$ cat config.mk
export PLATFORM = sky130hd
export DESIGN_NAME = pdq_cell
export DESIGN_NICKNAME = d
export VERILOG_FILES = /design/src/sv/pdq_pkg.sv /design/src/sv/pdq_cell.sv
export SDC_FILE = /design/constraint.sdc
export NUM_CORES = 1
export LEC_CHECK = 0
export BUFFER_PORTS_ARGS = -buffer_cell sky130_fd_sc_hd__buf_4
export CAP_MARGIN = 10
export CORE_AREA = 4 4 131 133
export CTS_CLUSTER_SIZE = 40
export DETAILED_ROUTE_END_ITERATION = 7
export DIE_AREA = 0 0 135 137
export PLACE_DENSITY = 0.67
export REMOVE_ABC_BUFFERS = 1
export SLEW_MARGIN = 25
export SYNTH_ARGS = -nofsm -noshare
export SYNTH_HDL_FRONTEND = slang
export SYNTH_SLANG_ARGS = --single-unit
$ cat constraint.sdc
create_clock -name clk -period 5.7 [get_ports clk]
set_clock_uncertainty 0.1 [all_clocks]
set_input_delay 0.855 -clock clk [delete_from_list [all_inputs] [get_ports clk]]
set_output_delay 0.855 -clock clk [all_outputs]
set_load 0.05 [all_outputs]
$ cat src/sv/pdq_pkg.sv
// Shared types and codes for the packet descriptor queue.
package pdq_pkg;

  // Field widths fixed by the descriptor format
  localparam int HANDLE_W = 32;
  localparam int SIZE_W   = 24;
  localparam int DUR_W    = 32;
  localparam int STREAM_W = 8;
  localparam int SERIAL_W = 16;
  localparam int BYTES_W  = 30;
  localparam int DTOT_W   = 38;

  // Request kinds carried on in_tuser
  typedef enum logic [2:0] {
    KIND_PUT    = 3'd0,
    KIND_MARKER = 3'd1,
    KIND_GET    = 3'd2,
    KIND_FLUSH  = 3'd3,
    KIND_START  = 3'd4,
    KIND_ABORT  = 3'd5
  } pdq_kind_t;

  // Result status carried on out_tuser
  typedef enum logic [1:0] {
    ST_OK      = 2'd0,
    ST_EMPTY   = 2'd1,
    ST_ABORTED = 2'd2,
    ST_FULL    = 2'd3
  } pdq_status_t;

  // One queued descriptor
  typedef struct packed {
    logic [HANDLE_W-1:0] handle;
    logic [SIZE_W-1:0]   size;
    logic [DUR_W-1:0]    duration;
    logic [STREAM_W-1:0] stream;
    logic [SERIAL_W-1:0] serial;
    logic                marker;
  } pdq_entry_t;

  // Per-cell control from the queue controller
  typedef struct packed {
    logic load;   // capture the new entry
    logic shift;  // take the neighbor's entry (dequeue)
  } pdq_cell_ctl_t;

endpackage

$ cat src/sv/pdq_cell.sv
// One storage cell of the shifting descriptor chain.
module pdq_cell
  import pdq_pkg::*;
(
  input  logic          clk,
  input  pdq_cell_ctl_t ctl,
  input  pdq_entry_t    new_entry,
  input  pdq_entry_t    nbr_entry,
  output pdq_entry_t    entry
);

  pdq_entry_t entry_r;

  // Load a new entry at the tail, or advance toward the head on a dequeue
  always_ff @(posedge clk) begin
    if (ctl.load) begin
      entry_r <= new_entry;
    end else if (ctl.shift) begin
      entry_r <= nbr_entry;
    end
  end

  assign entry = entry_r;

endmodule

# [Yosys cells after proc, flatten, opt, wreduce, memory -nomap -nowiden]
# Index checks and enable logic that the tools add are counted.
[totals] reg_bits=113 out_inout_bits=113 word_cells=9
[classes] n_mux=2 reduce_logical=1
[op_table] operator="113-bit 2-to-1 mux" n=2
[op_table] operator="2-bit nonzero test" n=1

# [Depth between registers and ports, before layout]
# Gate-level depths: netlist (run 1).
[depth] word_depth=2 depth_mapped=4

# [Worst setup path before layout (run 1)]
# No wires, ideal clock.
[synth_timing] kind="input to register" start="in ctl[1] in the netlist's numbering" end="reg entry_r (netlist bit entry[0]) (enable)" arrival_time_ns=3.752 t_required_ns=5.121 setup_slack_ns=1.369 stages=4 path_cell_list="buf_6 -> buf_6 -> buf_6 -> or2_1"
[synth_via] elab_chain_len=1
[synth_rtl] item="from (decl)" line="pdq_cell.sv:6" source="input pdq_cell_ctl_t ctl,"
[synth_rtl] item="2-bit nonzero test (no line)"
[synth_rtl] item="to (signal assigned)" line="pdq_cell.sv:17" source="entry_r <= new_entry;"
[synth_rtl] item="to (signal assigned)" line="pdq_cell.sv:19" source="entry_r <= nbr_entry;"
[synth_rtl] item="to (decl)" line="pdq_cell.sv:12" source="pdq_entry_t entry_r;"
# No other way between the ends.
# A chain may end at the register's enable or synchronous reset.

# [Worst setup path after layout (run 1)]
[layout_timing] start="in ctl[1] in the netlist's numbering" end="reg entry_r (netlist bit entry[95]) (enable)"
# Same word-level chain as after synthesis.

==> flow_metrics.tcl, run 1 <==
set metrics [dict create \
    rows 46 \
    clock_path_buffers 2 \
    first_global_vias 3827 \
    wire_per_inst_um 17.9 \
    rsz0062_at_grt "false" \
    numCtsBuffers 17 \
    nNetsFinal 818 \
    synth_area_per_cell_um2 20.9 \
    clk_root_buffer_cell "clkbuf_16" \
    min_path_type "in -> reg" \
    vias 3500 \
    drv_slew 0 \
    cts_tree "built" \
    timing.final.ws_setup_ns 2.62 \
    antenna_found_initial 0 \
    clk_pin_slew_ns 0.05 \
    die_w_um 135 \
    drtAntennaViolNets 0 \
    ys_warn_count 0 \
    grt_pass1_wl_um 20700 \
    cp_data_required_time_ns 5.64 \
    synth_top_area_cell "edfxtp_1" \
    drc 0 \
    postCtsSetupBuffers 0 \
    holdWs_ns 0.645 \
    setup_viol 0 \
    crit_type "in -> reg" \
    start_util_pct 31.6 \
    io_pins 342 \
    grt_max_degree 68 \
    slew_headroom_pct 37.4 \
    status "finished, final reports clean" \
    register_area_um2 3390 \
    io_buffers 341 \
    pre_cts_slack_ns 2.19 \
    grt_usage_pct 15.0 \
    num_antenna_cells 0 \
    critPathLaunch "ctl[1]" \
    layout_min_cycle_time_ns 3.08 \
    power_density_nw_per_um2 339 \
    synth_top_area_share_pct 67.7 \
    drive_above_1_share_pct 80.6 \
    drt_iter0_markers 132 \
    peakVddDrop_mv 0.174 \
    startpoint_type "input pin" \
    worstPathMaxFanout 67 \
    core_um2 15800 \
    area_growth_pct 66.2 \
    p_total_w 0.00282 \
    synth_area_um2 5010 \
    cts_num_sinks 113 \
    first_pass_iters 4 \
    netlist_instances 240 \
    p_leak_nw 3.78 \
    htree_levels 4 \
    tightest_slew_ns 0.939 \
    largest_reg_flops 113 \
    crit_path_end "entry[95]" \
    max_stage_delay_ns 0.84 \
    cts-hold-fix-buffers 0 \
    ys_top_cells_by_area "edfxtp_1, mux2_4, mux2_2, buf_6, buf_2" \
    maxCapViolCount 0 \
    multiInputGateArea_um2 1500 \
    detailed_place_hpwl_um 11400 \
    vias_per_cell 4.28 \
    finalHoldViolCount 0 \
    gp_congestion 0.744 \
    die_area_um2 18500 \
    synth_cell_types 6 \
    cp_cell_sequence "buf_6 -> or2_4 -> buf_4" \
    finish.utilization_pct 52.6 \
    worst_ep_arrival_time_ns 3.01 \
    fmax_mhz 325 \
    ctsResizeCount 0 \
    grt-ovfl-total 0 \
    ys_ff_latch 113 \
    seq_area_frac_synth_pct 67.7 \
    crit_path_end_kind "flop" \
    timing.final.crit_share_pct 54.0 \
    final.setup.tns_ns 0 \
    die_h_um 137 \
    slowest_stage "or2_4" \
    drt-total-wl_um 14700 \
    num-fill-cells 1354 \
]
## logic make-up (layout without fill, tap and decap cells)
family / Yosys count / count (layout) / share of synthesized area (%)
muxes: 113 / 113 / 29.8
DFF: 113 / 113 / 67.7
buffers and inverters: 13 / 375 / 2.30
and+or+nand+nor: 1 / 1 / 0.125
## worst max-delay path: cells and delay by family
kind | cells | cell delay, ns
buffers and inverters | 2 | 1.13
and+or+nand+nor | 1 | 0.84
## how the worst min path moves through the flow
| stage | start | end | slack (ns) | cells after the start |
|---|---|---|---|---|
| final | new_entry[107] | entry[107] | 0.65 | 2 |
| after global placement | new_entry[76] | entry[76] | 1.06 | 2 |
| after CTS | new_entry[56] | entry[56] | 0.62 | 2 |
| after floorplan | new_entry[100] | entry[100] | 0.97 | 1 |
| after detailed placement | new_entry[97] | entry[97] | 1.06 | 2 |
| after global routing | new_entry[56] | entry[56] | 0.62 | 2 |
## cell usage after synthesis
cell,count
edfxtp_1,113
mux2_2,54
or2_1,1
buf_6,8
buf_2,5
mux2_4,59
## metrics by stage
stage,instance area (µm²),instances
after floorplan,4890,227
after global routing,8320,818
after global placement,7740,786
after detailed placement,7740,786
final,8320,818
after CTS,8320,818
## power by group
group	internal, W	switching (W)
clock	0.000680	0.000365
combinational	0.000286	0.000438
sequential	0.00102	0.0000263
total	0.00199	0.000829
## layout make-up
cell class / count / share of cell area [%]
repair buffers: 343 / 31.0
well taps: 216 / 3.25
multi-input cells: 114 / 18.1
clock buffers: 20 / 5.25
clock inverters: 12 / 1.70
flip-flops and latches: 113 / 40.8
## per-layer routing
metal | up-vias | track usage, % | share of wire (%)
met5 | - | 0 | 0
met4 | 0 | 7.78 | 2.9
met3 | 34 | 7.13 | 12
met2 | 222 | 26.6 | 52
met1 | 1596 | 14.6 | 33
li1 | 1648 | - | -
## layout by cell type, fill, tap and decap left out
cell        Yosys  routed
mux2_4         59      59
clkbuf_16       0      17
mux2_2         54      54
clkinv_2        0       5
or2_4           0       1
clkbuf_1        0       3
edfxtp_1      113     113
bufinv_16       0       3
clkinvlp_4      0       3
buf_6           8       1
clkinv_1        0       1
buf_4           0     342
Note: power is estimated with default switching activity, not from simulation.
==> run 2, diff against run 1 <==
- ABC_AREA: not set -> 1
- PLACE_DENSITY: 0.67 -> 0.69
- clock period: 5.7 -> 2.8 ns (I/O delays scaled with it)
==> run 2 against run 1 <==
Effect of this change:
- count of clock-buffer cells in the layout decreased by 1
- synthesized cell count increased by 100%
- sequential cell count stayed put
- combinational power rose by 99%
- total power increased by 95%
- sequential share of layout area up 0.87 points
- design area down 2.1%
- critical path depth fell by 2
- largest power group unchanged
- routed wire length increased by 5.0%
- largest cell class unchanged
- global-route usage increased by 0.64 points
==> flow_metrics.tcl, run 2 <==
set metrics [dict create \
    crit_family "flip-flops" \
    drc 0 \
    vias_per_cell 4.24 \
    finalHoldViolCount 0 \
    power_density_nw_per_um2 676 \
    synth_most_common_cell "nand2_1" \
    crit_cells 1 \
    seq_area_frac_synth_pct 69.9 \
    synth_top_area_cell "edfxtp_1" \
    instances_no_fill 1051 \
    synth_area_per_cell_um2 10.1 \
    area_growth_pct 67.9 \
    layout_min_cycle_time_ns 1.56 \
    tightest_slew_ns 0.578 \
    peakVddDrop_mv 0.371 \
    grt_pass1_wl_um 21900 \
    crit_type "reg -> out" \
    crit_path_end_kind "output port" \
    pwr-share-comb_pct 26.1 \
    layout_common_cells "buf_4, nand2_1, edfxtp_1" \
    p_clk_share_pct 35.1 \
    fmax_mhz 640 \
    p_leak_nw 4.13 \
    synth_cell_types 8 \
    wire_per_inst_um 14.6 \
    final.setup.tns_ns 0 \
    cp_data_required_time_ns 2.28 \
    p_int_w 0.00378 \
    timing.final.crit_share_pct 55.8 \
    vias 4453 \
    numCtsBuffers 17 \
    async_reset_ff_share_pct 0 \
    die_h_um 137 \
    drv_slew 0 \
    clk_root_buffer_cell "clkbuf_16" \
    cts-hold-fix-buffers 0 \
    worstPathMaxFanout 1 \
    cts_tree "built" \
    synth_edf_count 113 \
    p_total_w 0.00551 \
    ctsResizeCount 0 \
    startpoint_type "flop" \
    worst_ep_arrival_time_ns 1.04 \
    netlist_instances 479 \
    swShare_pct 31.4 \
    grt_util_met2_pct 27.0 \
    rows 46 \
    io_buffers 341 \
    maxCapViolCount 0 \
    cp_cell_sequence "buf_4" \
    grt_max_degree 112 \
    synth_top_area_share_pct 69.9 \
    grt_usage_pct 15.7 \
    first_pass_iters 5 \
    cp_num_buf_inv 1 \
    ys_top_cells_by_area "edfxtp_1, nand2_1, buf_6, buf_2, buf_4" \
    slowest_stage "edfxtp_1" \
    num_antenna_cells 0 \
    max_stage_delay_ns 0.42 \
    core_um2 15800 \
    rsz0062_at_grt "false" \
    slew_headroom_pct 61.5 \
    cts_num_sinks 113 \
    antenna_found_initial 0 \
    synthTopCellsByCount "nand2_1, edfxtp_1, buf_2" \
    pwr-share-seq_pct 38.8 \
    clock_path_buffers 2 \
    htree_levels 4 \
    detailed_place_hpwl_um 11700 \
    die_area_um2 18500 \
    ys_ff_latch 113 \
    setup_viol 0 \
    status "finished, final reports clean" \
    grt_use_met3_pct 6.95 \
    ys_warn_count 0 \
    ys.flop_type "edfxtp_1" \
    synth_area_um2 4850 \
    busiest_layer "met2" \
    drt-total-wl_um 15400 \
    dp.cells 1019 \
    gp_congestion 0.779 \
    start_util_pct 30.7 \
    io_pins 342 \
    use_met1_pct 16.7 \
    holdWs_ns 0.170 \
    nNetsFinal 1051 \
    critPathLaunch "entry[85]" \
    first_global_vias 4231 \
    clk_pin_slew_ns 0.06 \
    grt-ovfl-total 0 \
    postCtsSetupBuffers 0 \
    drt_iter0_markers 179 \
    layout_commonest_cell "buf_4" \
    die_w_um 135 \
    crit_path_end "entry[85]" \
    drive_above_1_share_pct 45.4 \
    largest_reg_flops 113 \
    switchingPower_w 0.00173 \
    min_path_type "in -> reg" \
    drtAntennaViolNets 0 \
]
run 2: changes by cell type in the layout (fill, tap and decap cells not counted), moves of 2 or more:
cell / delta
nand2_1: +339
mux2_4: -59
mux2_2: -54
buf_12: +4
buf_4: +3
clkinv_2: +3
bufinv_16: -2
run 2: kinds of logic after synthesis:
logic type	Yosys count	synth area share, %
simple gates	340	26.3
flops	113	69.9
buf+inv	26	3.76
run 2: power by group through the flow:
stage | registers, W | logic [W] | clock network, W
after floorplan | 0.00283 | 0.000150 | 0
after CTS | 0.00214 | 0.00145 | 0.00198
final | 0.00213 | 0.00144 | 0.00193
after global routing | 0.00215 | 0.00151 | 0.00205
after global placement | 0.00216 | 0.00144 | 0
after detailed placement | 0.00217 | 0.00145 | 0
run 2: metrics by stage:
stage               setup WS [ns]  instance area, µm²  util, %
finish                       1.24                8150     51.5
global route                 1.21                8150     51.5
CTS                          1.21                8150     51.5
detailed placement          0.979                7620     48.1
global placement            0.990                7620     48.1
floorplan                   0.451                4680        -
run 2: layer usage:
layer,vias to the layer above,share of wire (%)
li1,2230,-
met1,1986,35
met2,211,52
met3,26,11
met4,0,2.3
met5,-,0
run 2: layout make-up:
type | instances | area, µm²
inverters | 1 | 5.00
flip-flops and latches | 113 | 3390
clock inverters | 13 | 96.3
repair buffers | 349 | 2670
fillers | 1462 | 7680
clock buffers | 19 | 433
well taps | 216 | 270
multi-input cells | 340 | 1280
run 2: worst min-delay path by stage:
stage,start,endpoint,slack [ns],cells past startpoint
2_1_floorplan,nbr_entry[0],entry[0],0.50,2
3_3_place_gp,nbr_entry[110],entry[110],0.58,3
3_5_place_dp,nbr_entry[40],entry[40],0.59,3
4_1_cts,nbr_entry[111],entry[111],0.15,3
5_1_grt,nbr_entry[82],entry[82],0.16,3
6_report,nbr_entry[82],entry[82],0.17,3
==> run 3, diff against run 2 <==
- ABC_AREA: 1 -> 0
- PLACE_DENSITY: 0.69 -> 0.67
- clock period: 2.8 -> 1.5 ns (I/O delays scaled with it)
==> run 3 against run 2 <==
Effect of this change:
- first-iteration DRC count shrank 4.5%
- largest power group unchanged
- die area is the same
- cell count shrank 14%
- highest routed layer unchanged
- count of clock-buffer cells in the layout shrank 1
- non-clock buffer count grew 76
- sequential power grew 87%
- worst setup slack lost 1.1 ns
- combinational power grew 110%
- sequential share of layout area shrank 4.7 points
- utilization grew 6.5 points
- clock power grew 100%
==> flow_metrics.tcl, run 3 (same netlist as run 1, synthesis figures left out) <==
set metrics [dict create \
    status "finished, final reports clean" \
    holdPathEnd "entry[67]" \
    io_pins 342 \
    numCtsBuffers 17 \
    worst_ep_arrival_time_ns 1.04 \
    rows 46 \
    crit_path_end_kind "output port" \
    place_area_um2 7880 \
    drive_above_1_share_pct 72.1 \
    dp.cells 796 \
    p_total_w 0.0109 \
    fmax_mhz 735 \
    core_um2 15800 \
    wire_per_inst_um 18.3 \
    nNetsFinal 900 \
    vias_per_cell 4.28 \
    cp_num_buf_inv 1 \
    gp_congestion 0.772 \
    drtAntennaViolNets 0 \
    io_buffers 341 \
    area_growth_pct 83.3 \
    layout_commonest_cell "buf_4" \
    crit_cells 1 \
    largest_reg_flops 113 \
    grt_usage_pct 17.0 \
    clk_pin_slew_ns 0.05 \
    grt-ovfl-total 0 \
    timing.final.crit_share_pct 90.7 \
    drt_iter0_markers 171 \
    crit_type "reg -> out" \
    start_util_pct 31.6 \
    whs_path_depth 2 \
    pwr-share-comb_pct 27.2 \
    layout_min_cycle_time_ns 1.36 \
    cp_cell_sequence "buf_4" \
    switchingPower_w 0.00321 \
    htree_levels 4 \
    slew_headroom_pct 84.2 \
    min_path_type "in -> reg" \
    cts_tree "built" \
    crit_family "flip-flops" \
    max_stage_delay_ns 0.41 \
    worstPathMaxFanout 1 \
    num_antenna_cells 0 \
    num-fill-cells 1215 \
    clock_path_buffers 2 \
    rsz0062_at_grt "false" \
    drt-total-wl_um 16500 \
    peakVddDrop_mv 0.735 \
    die_area_um2 18500 \
    drc 0 \
    maxCapViolCount 0 \
    first_global_vias 4248 \
    layout_common_cells "buf_4, edfxtp_1, dlygate4sd3_1" \
    grt_pass1_wl_um 23500 \
    p_clk_share_pct 36.2 \
    instances_no_fill 900 \
    finalHoldViolCount 0 \
    power_density_nw_per_um2 1190 \
    die_w_um 135 \
    vias 3855 \
    grt_max_degree 40 \
    tightest_slew_ns 0.238 \
    drv_slew 0 \
    p_leak_nw 4.15 \
    slowest_stage "edfxtp_1" \
    antenna_found_initial 0 \
    cp_data_required_time_ns 1.17 \
    finish.utilization_pct 58.0 \
    p_int_w 0.00769 \
    pwr-share-seq_pct 36.6 \
    die_h_um 137 \
    cts_num_sinks 113 \
    worstHoldStart "nbr_entry[67]" \
    clk_root_buffer_cell "clkbuf_16" \
    first_pass_iters 4 \
    finalInstanceArea_um2 9180 \
    setup_viol 0 \
    startpoint_type "flop" \
    swShare_pct 29.4 \
    detailed_place_hpwl_um 12000 \
]
-- run 3: layer usage --
metal | global-route usage, % | vias to the layer above | routed length (µm) | part of all wire, %
li1 | - | 1815 | - | -
met1 | 17.1 | 1788 | 5660 | 34
met2 | 31.2 | 227 | 8840 | 54
met3 | 7.54 | 25 | 1680 | 10
met4 | 6.16 | 0 | 327 | 2.0
met5 | 0 | - | 0 | 0
-- run 3: metrics by stage --
stage          setup TNS [ns]  worst slack, ns  hold WS, ns
3_3_place_gp                0           0.0921        0.426
4_1_cts                     0            0.103     0.000261
3_5_place_dp                0           0.0685        0.428
2_1_floorplan         -201.90            -1.79        0.342
6_report                    0            0.140       0.0194
5_1_grt                     0           0.0952     0.000139
-- run 3: power groups by stage --
stage | logic, W | registers [W] | clock network (W)
floorplan | 0.000368 | 0.00529 | 0
global placement | 0.00278 | 0.00405 | 0
detailed placement | 0.00281 | 0.00405 | 0
CTS | 0.00295 | 0.00399 | 0.00403
global route | 0.00308 | 0.00402 | 0.00419
finish | 0.00296 | 0.00399 | 0.00395
-- run 3: how the worst max path moves through the flow --
stage / startpoint / to / slack, ns
5_1_grt: entry[26] / entry[26] / 0.1
3_3_place_gp: ctl[1] / entry[40] / 0.09
6_report: entry[26] / entry[26] / 0.14
3_5_place_dp: ctl[1] / entry[40] / 0.07
2_1_floorplan: ctl[0] / entry[0] / -1.79
4_1_cts: entry[26] / entry[26] / 0.10
-- run 3: layout make-up --
| type | count | area, µm² | share of cell area [%] |
|---|---|---|---|
| multi-input combinational | 114 | 1500 | 16.4 |
| tap | 216 | 270 | 2.94 |
| clock inverter | 14 | 146 | 1.59 |
| timing repair buffer | 425 | 3440 | 37.4 |
| sequential | 113 | 3390 | 37.0 |
| clock buffer | 18 | 429 | 4.68 |
-- run 3: repair_timing --
item / 4_1_cts / 5_1_grt
hold buffers: 60 / 12
buffers inserted: 0 / 0
endpoints found under the hold margin: 38 / 10
gates resized for setup: 0 / 0
